`src/sv/tcw_pkg.sv`:
```
// ----------------------------------------------------------------------------
// tcw_pkg
// Shared types and constants of the text console writer: the transaction
// payloads, operation codes, control characters and reset values.
// ----------------------------------------------------------------------------
package tcw_pkg;

    localparam int ROWS_DEF     = 25;
    localparam int COLS_DEF     = 80;
    localparam int TAB_STOP_DEF = 4;

    // Operation codes carried in the mode field.
    localparam logic [2:0] MODE_PUT    = 3'd0;
    localparam logic [2:0] MODE_SETCUR = 3'd1;
    localparam logic [2:0] MODE_CLEAR  = 3'd2;
    localparam logic [2:0] MODE_SCROLL = 3'd3;
    localparam logic [2:0] MODE_READ   = 3'd4;

    // Control characters and the blank character.
    localparam logic [7:0] CH_TAB   = 8'd9;
    localparam logic [7:0] CH_NL    = 8'd10;
    localparam logic [7:0] CH_CR    = 8'd13;
    localparam logic [7:0] CH_SPACE = 8'h20;

    localparam logic [3:0]  FG_RESET    = 4'd7;
    localparam logic [3:0]  BG_RESET    = 4'd0;
    localparam logic [15:0] RESET_BLANK = {BG_RESET, FG_RESET, CH_SPACE};

    // Register indexes, decoded from address bit 2.
    localparam logic REG_FG = 1'b0;
    localparam logic REG_BG = 1'b1;

    typedef struct packed {
        logic [2:0] mode;
        logic [7:0] char_code;
        logic [7:0] row_sel;
        logic [7:0] col_sel;
        logic [7:0] line_count;
    } tcw_in_t;

    typedef struct packed {
        logic [4:0]  cursor_row;
        logic [6:0]  cursor_col;
        logic [15:0] cell_data;
    } tcw_out_t;

endpackage

```
`src/sv/tcw_ctrl.sv`:
```
// ----------------------------------------------------------------------------
// tcw_ctrl
// Operation sequencer: cursor state, a compare-subtract unit for the modulo
// reductions, the cell walk used by clear and scroll, and the result register.
// ----------------------------------------------------------------------------
module tcw_ctrl #(
    parameter int ROWS     = tcw_pkg::ROWS_DEF,
    parameter int COLS     = tcw_pkg::COLS_DEF,
    parameter int TAB_STOP = tcw_pkg::TAB_STOP_DEF,
    localparam int ADDR_W  = $clog2(ROWS * COLS)
) (
    input  logic              aclk,
    input  logic              aresetn,
    input  logic              s_valid,
    output logic              s_ready,
    input  tcw_pkg::tcw_in_t  s_data,
    output logic              m_valid,
    input  logic              m_ready,
    output tcw_pkg::tcw_out_t m_data,
    input  logic [7:0]        attr,
    output logic              mem_we,
    output logic [ADDR_W-1:0] mem_waddr,
    output logic [15:0]       mem_wdata,
    output logic [ADDR_W-1:0] mem_raddr,
    input  logic [15:0]       mem_rdata
);

    localparam int NCELLS = ROWS * COLS;
    localparam int ROW_W  = $clog2(ROWS);
    localparam int COL_W  = $clog2(COLS);
    localparam int PH_W   = $clog2(TAB_STOP + 1);

    localparam logic [ADDR_W:0]   OFF_ALL   = (ADDR_W+1)'(NCELLS);
    localparam logic [ADDR_W:0]   OFF_LINE  = (ADDR_W+1)'(COLS);
    localparam logic [ADDR_W:0]   COLS_A    = (ADDR_W+1)'(COLS);
    localparam logic [ADDR_W-1:0] LAST_CELL = ADDR_W'(NCELLS - 1);
    localparam logic [ROW_W-1:0]  LAST_ROW  = ROW_W'(ROWS - 1);
    localparam logic [COL_W:0]    COLS_W    = (COL_W+1)'(COLS);
    localparam logic [7:0]        ROWS_B    = 8'(ROWS);
    localparam logic [7:0]        COLS_B    = 8'(COLS);
    localparam logic [7:0]        TAB_B     = 8'(TAB_STOP);
    localparam logic [PH_W-1:0]   TAB_LAST  = PH_W'(TAB_STOP - 1);

    localparam logic [3:0] S_IDLE   = 4'd0;
    localparam logic [3:0] S_MOD    = 4'd1;
    localparam logic [3:0] S_EMIT   = 4'd2;
    localparam logic [3:0] S_WALK   = 4'd3;
    localparam logic [3:0] S_DRAIN  = 4'd4;
    localparam logic [3:0] S_READ   = 4'd5;
    localparam logic [3:0] S_RDWAIT = 4'd6;
    localparam logic [3:0] S_FINISH = 4'd7;

    localparam logic [1:0] KIND_CHAR = 2'd0;
    localparam logic [1:0] KIND_NL   = 2'd1;
    localparam logic [1:0] KIND_CR   = 2'd2;
    localparam logic [1:0] KIND_TAB  = 2'd3;

    logic [3:0]        state_reg, state_next;
    logic              init_reg, init_next;
    logic [2:0]        mode_reg, mode_next;
    logic [1:0]        kind_reg, kind_next;
    logic [7:0]        ch_reg, ch_next;
    logic [ROW_W-1:0]  row_reg, row_next;
    logic [COL_W-1:0]  col_reg, col_next;
    logic [7:0]        mod_row_reg, mod_row_next;
    logic [7:0]        mod_col_reg, mod_col_next;
    logic [7:0]        col_div_reg, col_div_next;
    logic [PH_W-1:0]   tab_ph_reg, tab_ph_next;
    logic [ADDR_W:0]   off_reg, off_next;
    logic [ADDR_W-1:0] wi_reg, wi_next;
    logic              pend_valid_reg, pend_valid_next;
    logic [ADDR_W-1:0] pend_addr_reg, pend_addr_next;
    logic              pend_copy_reg, pend_copy_next;
    logic [15:0]       data_reg, data_next;
    logic              mval_reg, mval_next;
    tcw_pkg::tcw_out_t mdata_reg, mdata_next;

    logic [ADDR_W:0]   src;
    logic              src_copy;
    logic [15:0]       blank;
    logic [7:0]        emit_ch;
    logic [ADDR_W-1:0] cur_idx;
    logic [ADDR_W-1:0] mod_idx;
    logic              row_ge;
    logic              col_ge;
    logic [COL_W:0]    col_inc;
    logic              wrap;
    logic [PH_W-1:0]   ph_inc;
    logic [ROW_W-1:0]  row_fin;
    logic [ROW_W+4:0]  row_ext;
    logic [COL_W+6:0]  col_ext;

    // The walk writes cell wi from cell wi + off in the cycle after reading it;
    // sources past the end of the store give blanks.
    assign src      = {1'b0, wi_reg} + off_reg;
    assign src_copy = src < OFF_ALL;
    assign blank    = init_reg ? tcw_pkg::RESET_BLANK : {attr, tcw_pkg::CH_SPACE};
    assign emit_ch  = (kind_reg == KIND_CHAR) ? ch_reg : tcw_pkg::CH_SPACE;
    assign cur_idx  = ADDR_W'(ADDR_W'(row_reg) * ADDR_W'(COLS)) + ADDR_W'(col_reg);
    assign mod_idx  = ADDR_W'(ADDR_W'(mod_row_reg[ROW_W-1:0]) * ADDR_W'(COLS))
                    + ADDR_W'(mod_col_reg[COL_W-1:0]);
    assign row_ge   = mod_row_reg >= ROWS_B;
    assign col_ge   = mod_col_reg >= col_div_reg;
    assign col_inc  = {1'b0, col_reg} + 1'b1;
    assign wrap     = col_inc == COLS_W;
    assign ph_inc   = (tab_ph_reg == TAB_LAST) ? '0 : tab_ph_reg + 1'b1;
    assign row_fin  = (kind_reg == KIND_CR && row_reg != '0) ? row_reg - 1'b1 : row_reg;
    assign row_ext  = {5'd0, row_fin};
    assign col_ext  = {7'd0, col_reg};

    assign mem_we    = pend_valid_reg || (state_reg == S_EMIT);
    assign mem_waddr = pend_valid_reg ? pend_addr_reg : cur_idx;
    assign mem_wdata = pend_valid_reg ? (pend_copy_reg ? mem_rdata : blank)
                                      : {attr, emit_ch};
    assign mem_raddr = (state_reg == S_READ) ? mod_idx : src[ADDR_W-1:0];

    assign s_ready = (state_reg == S_IDLE);
    assign m_valid = mval_reg;
    assign m_data  = mdata_reg;

    always_comb begin
        state_next      = state_reg;
        init_next       = init_reg;
        mode_next       = mode_reg;
        kind_next       = kind_reg;
        ch_next         = ch_reg;
        row_next        = row_reg;
        col_next        = col_reg;
        mod_row_next    = mod_row_reg;
        mod_col_next    = mod_col_reg;
        col_div_next    = col_div_reg;
        tab_ph_next     = tab_ph_reg;
        off_next        = off_reg;
        wi_next         = wi_reg;
        pend_valid_next = 1'b0;
        pend_addr_next  = pend_addr_reg;
        pend_copy_next  = pend_copy_reg;
        data_next       = data_reg;
        mval_next       = mval_reg;
        mdata_next      = mdata_reg;

        if (mval_reg && m_ready) begin
            mval_next = 1'b0;
        end

        unique case (state_reg)
            S_IDLE: begin
                if (s_valid) begin
                    mode_next = s_data.mode;
                    kind_next = KIND_CHAR;
                    ch_next   = s_data.char_code;
                    data_next = '0;
                    wi_next   = '0;
                    unique case (s_data.mode)
                        tcw_pkg::MODE_PUT: begin
                            priority if (s_data.char_code == tcw_pkg::CH_NL) begin
                                kind_next  = KIND_NL;
                                state_next = S_EMIT;
                            end else if (s_data.char_code == tcw_pkg::CH_CR) begin
                                kind_next  = KIND_CR;
                                col_next   = '0;
                                state_next = S_EMIT;
                            end else if (s_data.char_code == tcw_pkg::CH_TAB) begin
                                // Find the tab phase of the current column first.
                                kind_next    = KIND_TAB;
                                mod_row_next = '0;
                                mod_col_next = 8'(col_reg);
                                col_div_next = TAB_B;
                                state_next   = S_MOD;
                            end else begin
                                state_next = S_EMIT;
                            end
                        end
                        tcw_pkg::MODE_SETCUR, tcw_pkg::MODE_READ: begin
                            mod_row_next = s_data.row_sel;
                            mod_col_next = s_data.col_sel;
                            col_div_next = COLS_B;
                            state_next   = S_MOD;
                        end
                        tcw_pkg::MODE_CLEAR: begin
                            row_next   = '0;
                            col_next   = '0;
                            off_next   = OFF_ALL;
                            state_next = S_WALK;
                        end
                        tcw_pkg::MODE_SCROLL: begin
                            priority if (s_data.line_count == '0) begin
                                state_next = S_FINISH;
                            end else if (s_data.line_count >= ROWS_B) begin
                                row_next   = '0;
                                col_next   = '0;
                                off_next   = OFF_ALL;
                                state_next = S_WALK;
                            end else begin
                                off_next   = (ADDR_W+1)'((ADDR_W+1)'(
                                             s_data.line_count[ROW_W-1:0]) * COLS_A);
                                state_next = S_WALK;
                            end
                        end
                        default: begin
                            state_next = S_FINISH;
                        end
                    endcase
                end
            end

            S_MOD: begin
                if (row_ge) begin
                    mod_row_next = mod_row_reg - ROWS_B;
                end
                if (col_ge) begin
                    mod_col_next = mod_col_reg - col_div_reg;
                end
                if (!row_ge && !col_ge) begin
                    unique case (mode_reg)
                        tcw_pkg::MODE_SETCUR: begin
                            row_next   = mod_row_reg[ROW_W-1:0];
                            col_next   = mod_col_reg[COL_W-1:0];
                            state_next = S_FINISH;
                        end
                        tcw_pkg::MODE_READ: begin
                            state_next = S_READ;
                        end
                        default: begin
                            tab_ph_next = PH_W'(mod_col_reg);
                            state_next  = S_EMIT;
                        end
                    endcase
                end
            end

            S_EMIT: begin
                if (wrap) begin
                    // A wrap lands on column 0, which ends every fill loop.
                    col_next = '0;
                    if (row_reg == LAST_ROW) begin
                        off_next   = OFF_LINE;
                        wi_next    = '0;
                        state_next = S_WALK;
                    end else begin
                        row_next   = row_reg + 1'b1;
                        state_next = S_FINISH;
                    end
                end else begin
                    col_next    = col_inc[COL_W-1:0];
                    tab_ph_next = ph_inc;
                    unique case (kind_reg)
                        KIND_NL, KIND_CR: state_next = S_EMIT;
                        KIND_TAB: state_next = (ph_inc == '0) ? S_FINISH : S_EMIT;
                        default:  state_next = S_FINISH;
                    endcase
                end
            end

            S_WALK: begin
                pend_valid_next = 1'b1;
                pend_addr_next  = wi_reg;
                pend_copy_next  = src_copy;
                if (wi_reg == LAST_CELL) begin
                    state_next = S_DRAIN;
                end else begin
                    wi_next = wi_reg + 1'b1;
                end
            end

            S_DRAIN: begin
                if (init_reg) begin
                    init_next  = 1'b0;
                    state_next = S_IDLE;
                end else begin
                    state_next = S_FINISH;
                end
            end

            S_READ: begin
                state_next = S_RDWAIT;
            end

            S_RDWAIT: begin
                data_next  = mem_rdata;
                state_next = S_FINISH;
            end

            S_FINISH: begin
                if (!mval_reg || m_ready) begin
                    row_next              = row_fin;
                    kind_next             = KIND_CHAR;
                    mval_next             = 1'b1;
                    mdata_next.cursor_row = row_ext[4:0];
                    mdata_next.cursor_col = col_ext[6:0];
                    mdata_next.cell_data  = data_reg;
                    state_next            = S_IDLE;
                end
            end

            default: begin
                state_next = S_IDLE;
            end
        endcase
    end

    always_ff @(posedge aclk) begin
        if (!aresetn) begin
            state_reg      <= S_WALK;
            init_reg       <= 1'b1;
            kind_reg       <= KIND_CHAR;
            row_reg        <= '0;
            col_reg        <= '0;
            off_reg        <= OFF_ALL;
            wi_reg         <= '0;
            pend_valid_reg <= 1'b0;
            mval_reg       <= 1'b0;
        end else begin
            state_reg      <= state_next;
            init_reg       <= init_next;
            kind_reg       <= kind_next;
            row_reg        <= row_next;
            col_reg        <= col_next;
            off_reg        <= off_next;
            wi_reg         <= wi_next;
            pend_valid_reg <= pend_valid_next;
            mval_reg       <= mval_next;
        end
    end

    always_ff @(posedge aclk) begin
        mode_reg      <= mode_next;
        ch_reg        <= ch_next;
        mod_row_reg   <= mod_row_next;
        mod_col_reg   <= mod_col_next;
        col_div_reg   <= col_div_next;
        tab_ph_reg    <= tab_ph_next;
        pend_addr_reg <= pend_addr_next;
        pend_copy_reg <= pend_copy_next;
        data_reg      <= data_next;
        mdata_reg     <= mdata_next;
    end

endmodule

```
`config.mk`:
```
export PLATFORM = sky130hd
export DESIGN_NAME = tcw_ctrl
export DESIGN_NICKNAME = d
export VERILOG_FILES = /design/src/sv/tcw_pkg.sv /design/src/sv/tcw_ctrl.sv
export SDC_FILE = /design/constraint.sdc
export NUM_CORES = 1
export LEC_CHECK = 0
export CORE_MARGIN = 1.5
export CORE_UTILIZATION = 46
export DETAILED_ROUTE_END_ITERATION = 6
export DONT_BUFFER_PORTS = 1
export GPL_ROUTABILITY_DRIVEN = 1
export PLACE_DENSITY_LB_ADDON = 0.15
export REMOVE_ABC_BUFFERS = 1
export SKIP_CTS_REPAIR_TIMING = 1
export SLEW_MARGIN = 20
export SYNTH_ARGS = -nofsm -noshare
export SYNTH_HDL_FRONTEND = slang
export SYNTH_SLANG_ARGS = --single-unit
export TNS_END_PERCENT = 50
```
`constraint.sdc`:
```
create_clock -name aclk -period 3.2 [get_ports aclk]
set_clock_uncertainty 0.1 [all_clocks]
set_input_delay 0.16 -clock aclk [delete_from_list [all_inputs] [get_ports aclk]]
set_output_delay 0.16 -clock aclk [all_outputs]
set_load 0.05 [all_outputs]
```
Yosys cells after proc, flatten, opt, wreduce, memory -nomap -nowiden
Index checks and enable logic that the tools add are counted.
{"block": "totals", "reg_bits": 138, "input_bits": 63, "out_inout_bits": 69, "elab_cells": 216}
{"block": "op_classes", "add_sub_neg": 10, "n_mul": 3, "n_lt_le_gt_ge": 4, "n_eq_ne": 48, "muxes": 91, "n_reduce_logical": 39}
{"op": "two-way mux 8 bit", "count": 14}
{"op": "case mux 8 bit (2 select lines)", "count": 5}
{"op": "two-way mux 11 bit", "count": 6}
{"op": "two-way mux 16 bit", "count": 4}
{"op": "two-way mux 12 bit", "count": 5}
{"op": "two-way mux 7 bit", "count": 8}
{"op": "case mux 12 bit (2 select lines)", "count": 2}
{"op": "two-way mux 5 bit", "count": 9}
{"op": "case mux 7 bit (3 select lines)", "count": 2}
{"op": "case mux 11 bit (3 select lines)", "count": 1}
{"op": "case mux 16 bit (2 select lines)", "count": 1}
{"op": "case mux 4 bit (8 select lines)", "count": 1}
{"op": "!= test 2 bit (second input constant)", "count": 15}
{"op": "== test 8 x 4 -> 1 bit (second input constant)", "count": 3}
{"op": "two-way mux 3 bit", "count": 8}
{"op": "adder 11 x 7 -> 11 bit", "count": 2}
{"op": "two-way mux 4 bit", "count": 5}
{"op": "case mux 5 bit (4 select lines)", "count": 1}
{"op": "two-way mux 2 bit", "count": 9}
{"op": "!= test 3 bit (second input constant)", "count": 6}
{"op": "case mux 3 bit (2 select lines)", "count": 3}
{"op": "== test 4 x 3 -> 1 bit (second input constant)", "count": 4}
{"op": "greater-or-equal comparator 8 x 5 -> 1 bit (second input constant)", "count": 2}
{"op": "case mux 4 bit (4 select lines)", "count": 1}
{"op": "other kinds (48)", "count": 78}

Longest topological paths before layout
Gate-level depths: netlist of run 1.
{"block": "logic_depth", "word_depth": 7, "mapped_depth": 11}

Worst setup path before layout of run 1
No wires, ideal clock.
{"block": "synth_path", "path_kind": "register -> output", "from": "register mod_row_reg[3]", "to": "output mem_raddr[9]", "arrival_ps": 2839, "slack_ps": 101, "stages_incl_launch_ff": 8, "path_buffers": 0, "cell_sequence": "edfxtp_1 > ha_1 > ha_1 > fa_1 > nand2_1 > nor2_1 > xnor2_1 > o21ai_0"}
{"block": "synth_via", "elab_chain_len": 3}
{"item": "start, declared", "line": "tcw_ctrl.sv:65", "rtl": "logic [7:0] mod_row_reg, mod_row_next;"}
{"item": "start signal, assigned", "line": "tcw_ctrl.sv:329", "rtl": "mod_row_reg <= mod_row_next;"}
{"item": "multiplier 5 x 3 -> 7 bit", "line": "tcw_ctrl.sv:100", "rtl": "assign mod_idx = ADDR_W'(ADDR_W'(mod_row_reg[ROW_W-1:0]) * ADDR_W'(COLS))"}
{"item": "adder 11 x 7 -> 11 bit", "line": "tcw_ctrl.sv:101", "rtl": "+ ADDR_W'(mod_col_reg[COL_W-1:0]);"}
{"item": "two-way mux 11 bit", "line": "tcw_ctrl.sv:115", "rtl": "assign mem_raddr = (state_reg == S_READ) ? mod_idx : src[ADDR_W-1:0];"}
{"item": "end, declared", "line": "tcw_ctrl.sv:24", "rtl": "output logic [ADDR_W-1:0] mem_raddr,"}
Every way passes these cells.

Worst setup path after layout of run 1
{"block": "layout_path", "from": "register mod_row_reg[0]", "to": "output mem_raddr[10]"}
Same word-level chain as after synthesis.

==> results of run 1 <==
==> kinds of logic (layout without fill, tap and decap cells) <==
logic type | after synthesis | count (layout) | synth area share (%)
flip-flops | 127 | 127 | 45.7
XOR/XNOR | 40 | 40 | 4.68
multiplexers | 24 | 24 | 3.39
AND/OR/NAND/NOR | 249 | 249 | 16.9
adder cells (fa/ha/maj) | 53 | 53 | 9.43
AO/OA/AOI/OAI | 183 | 183 | 16.0
buffers and inverters | 70 | 156 | 3.84
==> cell usage after synthesis (6+ instances only) <==
cell,count
sky130_fd_sc_hd__buf_2,6
sky130_fd_sc_hd__a21oi_1,45
sky130_fd_sc_hd__inv_1,34
sky130_fd_sc_hd__a21o_1,7
sky130_fd_sc_hd__a311oi_1,6
sky130_fd_sc_hd__mux2_2,11
sky130_fd_sc_hd__fa_1,6
sky130_fd_sc_hd__dfxtp_1,39
sky130_fd_sc_hd__a22o_1,6
sky130_fd_sc_hd__xnor2_1,17
sky130_fd_sc_hd__clkbuf_1,20
sky130_fd_sc_hd__edfxtp_1,88
sky130_fd_sc_hd__nand2b_1,10
sky130_fd_sc_hd__mux2i_1,13
sky130_fd_sc_hd__o21ai_0,56
sky130_fd_sc_hd__nor3_1,21
sky130_fd_sc_hd__o21a_1,6
sky130_fd_sc_hd__and2_1,17
sky130_fd_sc_hd__nor2_1,53
sky130_fd_sc_hd__nand2_1,71
sky130_fd_sc_hd__nor2b_1,11
sky130_fd_sc_hd__nand3_1,23
sky130_fd_sc_hd__ha_1,46
sky130_fd_sc_hd__xor2_1,23
==> worst register-to-register path, cell delays in order, from the launching register on <==
cell                       delay (ns)
sky130_fd_sc_hd__edfxtp_1        0.45
sky130_fd_sc_hd__ha_1            0.38
sky130_fd_sc_hd__nor2b_1         0.16
sky130_fd_sc_hd__o31a_1          0.28
sky130_fd_sc_hd__nor4b_1         0.42
sky130_fd_sc_hd__o21ai_0         0.35
sky130_fd_sc_hd__o311ai_0        0.47
sky130_fd_sc_hd__o31ai_1         0.12
==> placed cells by master, fill, tap and decap left out, types with 23 or more instances in the layout <==
cell / instances
sky130_fd_sc_hd__a21oi_1: 45
sky130_fd_sc_hd__buf_4: 39
sky130_fd_sc_hd__dfxtp_1: 35
sky130_fd_sc_hd__dlygate4sd3_1: 49
sky130_fd_sc_hd__edfxtp_1: 88
sky130_fd_sc_hd__ha_1: 46
sky130_fd_sc_hd__inv_1: 34
sky130_fd_sc_hd__nand2_1: 71
sky130_fd_sc_hd__nand3_1: 23
sky130_fd_sc_hd__nor2_1: 51
sky130_fd_sc_hd__o21ai_0: 36
sky130_fd_sc_hd__o21ai_1: 24
==> stage by stage <==
| stage | setup slack [ns] | hold WS [ns] |
|---|---|---|
| finish | 0.0727 | -0.0193 |
| global route | 0.0199 | 0.0124 |
| CTS | -0.136 | -0.313 |
| detailed placement | 0.327 | 0.133 |
| global placement | 0.400 | 0.132 |
| floorplan | -0.494 | 0.122 |
==> power by group <==
group | internal, mW | switching [mW]
Sequential | 1.75 | 0.00597
Combinational | 0.0839 | 0.120
Clock | 1.09 | 0.796
Total | 2.92 | 0.921
==> worst min-delay path by stage <==
stage,start,endpoint,cells after the start
after floorplan,aresetn,init_reg$_SDFFE_PN1N_,1
after global placement,aresetn,off_reg[8]$_SDFFE_PN1P_,1
after detailed placement,aresetn,off_reg[10]$_SDFFE_PN1P_,1
after CTS,aresetn,off_reg[10]$_SDFFE_PN1P_,1
after global routing,s_data[4],off_reg[11]$_SDFFE_PN0P_,4
final,s_data[4],off_reg[11]$_SDFFE_PN0P_,4
==> area by class of cell <==
type,instances,area share (%)
Timing Repair Buffer,88,8.69
Inverter,36,1.50
Clock buffer,17,4.72
Multi-Input combinational cell,549,42.3
Tap cell,216,3.00
Clock inverter,15,1.71
Sequential cell,127,38.1
==> per-layer routing <==
metal  vias up  global-route usage, %  share of wire (%)
li1       2906                      -                  -
met1      2881                   31.4                 44
met2       242                   38.5                 48
met3        42                   5.46                6.3
met4         0                   8.47                2.2
met5         -                      0                  0
==> out/summary.json, run 1 <==
{
  "cell_class_contributing_the_biggest_share_of_worst_path_delay": "adder cells",
  "route.detailed.drc": 0,
  "synth-main-ff-cell": "sky130_fd_sc_hd__edfxtp_1",
  "routed_wirelength_um": 20400,
  "synth.area.top_cells": "sky130_fd_sc_hd__edfxtp_1, sky130_fd_sc_hd__dfxtp_1, sky130_fd_sc_hd__ha_1",
  "report.final.setup_viol": 0,
  "finalCritPeriodShare_pct": 97.7,
  "clk_transition_reported_paths_ns": 0.06,
  "tritoncts": "built",
  "post_layout_net_count": 934,
  "globalRouteTotalUtil_pct": 23.8,
  "seq_area_um2": 3430,
  "clk-insertion-delay-late_ns": 0.43,
  "end_kind": "output pin",
  "synth.largest_area_cell": "sky130_fd_sc_hd__edfxtp_1",
  "worstRegToRegCells": 7,
  "crit_fanout": 6,
  "worst_hold_path_type": "input port to register",
  "timing.critical_path.arrival_ns": 2.87,
  "yosys_warnings": 0,
  "placeableCoreArea_um2": 15900,
  "synth_largest_type_area_fraction_pct": 35.3,
  "die_h_um": 131,
  "initial_antenna_violation_count": 0,
  "critPathMaxStageDelay_ns": 0.57,
  "largest_reg_flops": 28,
  "detail_route.first_pass.iterations": 6,
  "startpoint_type": "register",
  "ctsHtreeMaxLevel": 4,
  "multiInputGateArea_um2": 3820,
  "boundaryPins": 132,
  "antenna_fix_cells": 0,
  "grt_first_pass_wirelength_um": 30200,
  "final_instance_area_um2": 9010,
  "layout.core_utilization_pct": 56.8,
  "die_w_um": 131,
  "critPathLaunch": "mod_row_reg[0]$_DFFE_PP_",
  "max_freq_ghz": 0.320,
  "synth_seq_cells": 127,
  "netlist_area_um2": 7480,
  "hold_violations": 2,
  "placement.cell_area_um2": 7880,
  "synth_enable_flop_cells": 88,
  "grt_pass1_vias": 5613,
  "post_synth_inst_count": 746,
  "cts-root-to-sink-buffers": 2,
  "cellPowerDensity_nw_per_um2": 427,
  "route.detailed.vias_per_inst": 5.79,
  "final_antenna_net_count": 0,
  "globalplace.congestion": 0.939,
  "yosysSeqAreaShare_pct": 45.7,
  "timing.final.crit_period_ns": 3.13,
  "status": "finished with violations",
  "critPathCapture": "mem_raddr[10]",
  "finalMaxSlewViolations": 0,
  "worstPathBufferInverterCount": 0,
  "via_count": 6071,
  "synth.avg_cell_area_um2": 10.0,
  "path_cells": "ha_1 > ha_1 > fa_2 > o2111ai_1 > xnor2_1 > xnor2_1 > mux2_4",
  "drive_above_1_share_pct": 12.9,
  "cts.root.buffer_cell": "sky130_fd_sc_hd__clkbuf_16",
  "cts-buffers-inserted": 17,
  "rsz_0062_raised_after_global_routing": "false",
  "relSlewSlack_pct": 30.5,
  "cap_violations": 0,
  "fin_cells": 1048,
  "initial_cell_density_of_the_core_pct": 47.1,
  "r2r_slack_ns": 0.33,
  "rr_startpoint": "mod_col_reg[4]$_DFFE_PP_",
  "rows": 46,
  "synth.distinct_cells": 77,
  "flow.area_growth_from_synthesis_pct": 20.4,
  "wire_per_inst_um": 19.4,
  "whs_ns": -0.0193,
  "pin_count_of_the_biggest_net_entering_global_routing": 30,
  "design_power_total_mw": 3.85,
  "first_iter_violations": 443,
  "violated_checks": "negative hold slack",
  "synthArstFlopShare_pct": 0,
  "crit_type": "register to output pin",
  "post-dp-hpwl_um": 14900,
  "setup_tns_ns": 0,
  "die-area_um2": 17000,
  "vdd.ir_drop.worst_mv": 0.349,
  "dp_cells": 963,
  "static-leakage-power_nw": 3.38,
  "worstMarginPinSlew_ns": 1.04,
  "cp_slowest_cell": "sky130_fd_sc_hd__fa_2",
  "worstPathRequired_ns": 2.94,
  "numClockSinks": 127,
  "rr_endpoint": "col_reg[3]$_SDFFE_PN0P_",
  "logic_depth_of_the_worst_setup_path_including_buffers": 7,
  "portBuffers": 0,
  "n_fill_cell": 1418,
  "overflow": 0
}
Power figures use the tool's default switching activity.
==> inputs of run 2 (changes only) <==
==> constraint.sdc (replaced) <==
create_clock -name aclk -period 3.2 [get_ports aclk]
set_clock_uncertainty 0.1 [all_clocks]
set_input_delay 0.48 -clock aclk [delete_from_list [all_inputs] [get_ports aclk]]
set_output_delay 0.48 -clock aclk [all_outputs]
set_load 0.05 [all_outputs]
==> out/summary.json, run 2 (synthesis results as in run 1) <==
{
  "status": "finished with violations",
  "violated_checks": "negative setup slack",
  "die_w_um": 131,
  "antenna_fix_cells": 0,
  "grt_pass1_vias": 5533,
  "worst_hold_path_type": "input port to register",
  "cts-root-to-sink-buffers": 2,
  "final_antenna_net_count": 0,
  "boundaryPins": 132,
  "report.final.setup_viol": 2,
  "hold_path_end": "off_reg[9]$_SDFFE_PN1P_",
  "end_kind": "output pin",
  "globalRouteTotalUtil_pct": 24.1,
  "routed_wirelength_um": 20200,
  "clk-insertion-delay-late_ns": 0.42,
  "flow.area_growth_from_synthesis_pct": 16.1,
  "fin_cells": 1014,
  "drive_above_1_share_pct": 16.2,
  "r2r_slack_ns": 0.38,
  "vdd.ir_drop.worst_mv": 0.360,
  "placeableCoreArea_um2": 15900,
  "clk_transition_reported_paths_ns": 0.06,
  "rr_endpoint": "col_reg[3]$_SDFFE_PN0P_",
  "cts.root.buffer_cell": "sky130_fd_sc_hd__clkbuf_16",
  "cts-buffers-inserted": 17,
  "final_instance_area_um2": 8690,
  "die_h_um": 131,
  "rsz_0062_raised_after_global_routing": "true",
  "timing.final.crit_period_ns": 3.39,
  "overflow": 0,
  "post_layout_net_count": 900,
  "via_count": 5965,
  "static-leakage-power_nw": 3.25,
  "max_freq_ghz": 0.295,
  "hold_violations": 0,
  "mostFrequentLayoutCells": "sky130_fd_sc_hd__edfxtp_1, sky130_fd_sc_hd__nand2_1, sky130_fd_sc_hd__buf_4, sky130_fd_sc_hd__nor2_1, sky130_fd_sc_hd__a21oi_1",
  "cp_slowest_cell": "sky130_fd_sc_hd__fa_2",
  "largest_reg_flops": 28,
  "initial_cell_density_of_the_core_pct": 47.1,
  "detail_route.first_pass.iterations": 7,
  "worst_slack_ns": -0.185,
  "wire_per_inst_um": 20.0,
  "critical-path-top-cell-by-count": "sky130_fd_sc_hd__xnor2_1",
  "rr_startpoint": "mod_col_reg[4]$_DFFE_PP_",
  "design_power_total_mw": 3.83,
  "critPathMaxStageDelay_ns": 0.57,
  "cap_violations": 0,
  "timing.critical_path.arrival_ns": 2.81,
  "finalCritPeriodShare_pct": 106,
  "path_cells": "ha_1 > ha_2 > fa_2 > o2111ai_1 > xnor2_1 > xnor2_1 > mux2_4",
  "post-dp-hpwl_um": 15200,
  "crit_fanout": 4,
  "portBuffers": 0,
  "finalMaxSlewViolations": 0,
  "worstPathRequired_ns": 2.62,
  "worstRegToRegCells": 7,
  "tritoncts": "built",
  "cellPowerDensity_nw_per_um2": 441,
  "dp_cells": 979,
  "cell_class_contributing_the_biggest_share_of_worst_path_delay": "adder cells",
  "ctsHtreeMaxLevel": 4,
  "grt_first_pass_wirelength_um": 30600,
  "pin_count_of_the_biggest_net_entering_global_routing": 27,
  "dp_slack_ns": 0.133,
  "startpoint_type": "register",
  "worstPathBufferInverterCount": 0,
  "die-area_um2": 17000,
  "route.detailed.drc": 0,
  "worstHoldStart": "aresetn",
  "initial_antenna_violation_count": 0,
  "crit_type": "register to output pin",
  "relSlewSlack_pct": 30.3,
  "worstMarginPinSlew_ns": 1.04,
  "mostFrequentLayoutCell": "sky130_fd_sc_hd__edfxtp_1",
  "n_fill_cell": 1435,
  "globalplace.congestion": 0.896,
  "whs_path_depth": 1,
  "rows": 46,
  "first_iter_violations": 352,
  "numClockSinks": 127,
  "placement.cell_area_um2": 8000,
  "route.detailed.vias_per_inst": 5.88
}
run 2: cell count changes in the layout (fill, tap and decap cells not counted), moves of 2 or more:
cell,change
sky130_fd_sc_hd__inv_8,+2
sky130_fd_sc_hd__clkinv_4,-4
sky130_fd_sc_hd__ha_2,+2
sky130_fd_sc_hd__ha_1,-4
sky130_fd_sc_hd__ha_4,+2
sky130_fd_sc_hd__dlygate4sd3_1,-49
sky130_fd_sc_hd__buf_4,+14
sky130_fd_sc_hd__inv_6,+2
run 2: per-layer routing:
metal | share of wire [%] | GRT usage (%) | up-vias
met4 | 2.0 | 9.50 | 0
met2 | 48 | 38.7 | 234
met3 | 7.3 | 6.76 | 32
met1 | 43 | 30.9 | 2870
met5 | 0 | 0 | -
li1 | - | - | 2829
run 2: area by class of cell:
cell class,instances,area [um2],area share [%]
multi-input cells,549,3860,44.4
flip-flops and latches,127,3430,39.5
clock buffers,17,425,4.89
repair buffers,54,409,4.71
well taps,216,270,3.11
clock inverters,15,161,1.86
inverters,36,135,1.55
run 2: per-stage QoR:
step	utilization, %	TNS [ns]	hold WS (ns)
floorplan	-	-18.57	0.300
global placement	50.4	0	0.303
detailed placement	50.4	0	0.305
CTS	54.1	-0.694	0.00348
global route	54.7	-0.447	0.00415
finish	54.7	-0.199	0.0242
run 2: power breakdown:
group / total, mW / internal, mW / leakage, nW / switching, mW
Clock: 1.93 / 1.11 / 0.288 / 0.822
Sequential: 1.75 / 1.75 / 1.05 / 0.00862
Combinational: 0.149 / 0.0463 / 1.91 / 0.102
run 2: worst reg2reg max path, stage by stage, from the launching register on:
cell,delay [ns]
sky130_fd_sc_hd__edfxtp_1,0.44
sky130_fd_sc_hd__ha_1,0.38
sky130_fd_sc_hd__nor2b_1,0.17
sky130_fd_sc_hd__o31a_1,0.28
sky130_fd_sc_hd__nor4b_1,0.43
sky130_fd_sc_hd__o21ai_0,0.33
sky130_fd_sc_hd__o311ai_0,0.43
sky130_fd_sc_hd__o31ai_1,0.12
run 2: worst max-delay path by stage:
stage | from | endpoint | slack, ns | cells past startpoint
after floorplan | state_reg[2]$_SDFFE_PN0P_ | data_reg[0]$_SDFFCE_PN0P_ | -0.49 | 3
after global placement | mod_row_reg[1]$_DFFE_PP_ | mem_raddr[10] | 0.14 | 8
after detailed placement | mod_row_reg[3]$_DFFE_PP_ | mem_raddr[10] | 0.13 | 8
after CTS | mod_row_reg[3]$_DFFE_PP_ | mem_raddr[10] | -0.34 | 8
after global routing | mod_row_reg[3]$_DFFE_PP_ | mem_raddr[10] | -0.27 | 8
final | mod_row_reg[2]$_DFFE_PP_ | mem_raddr[10] | -0.19 | 7
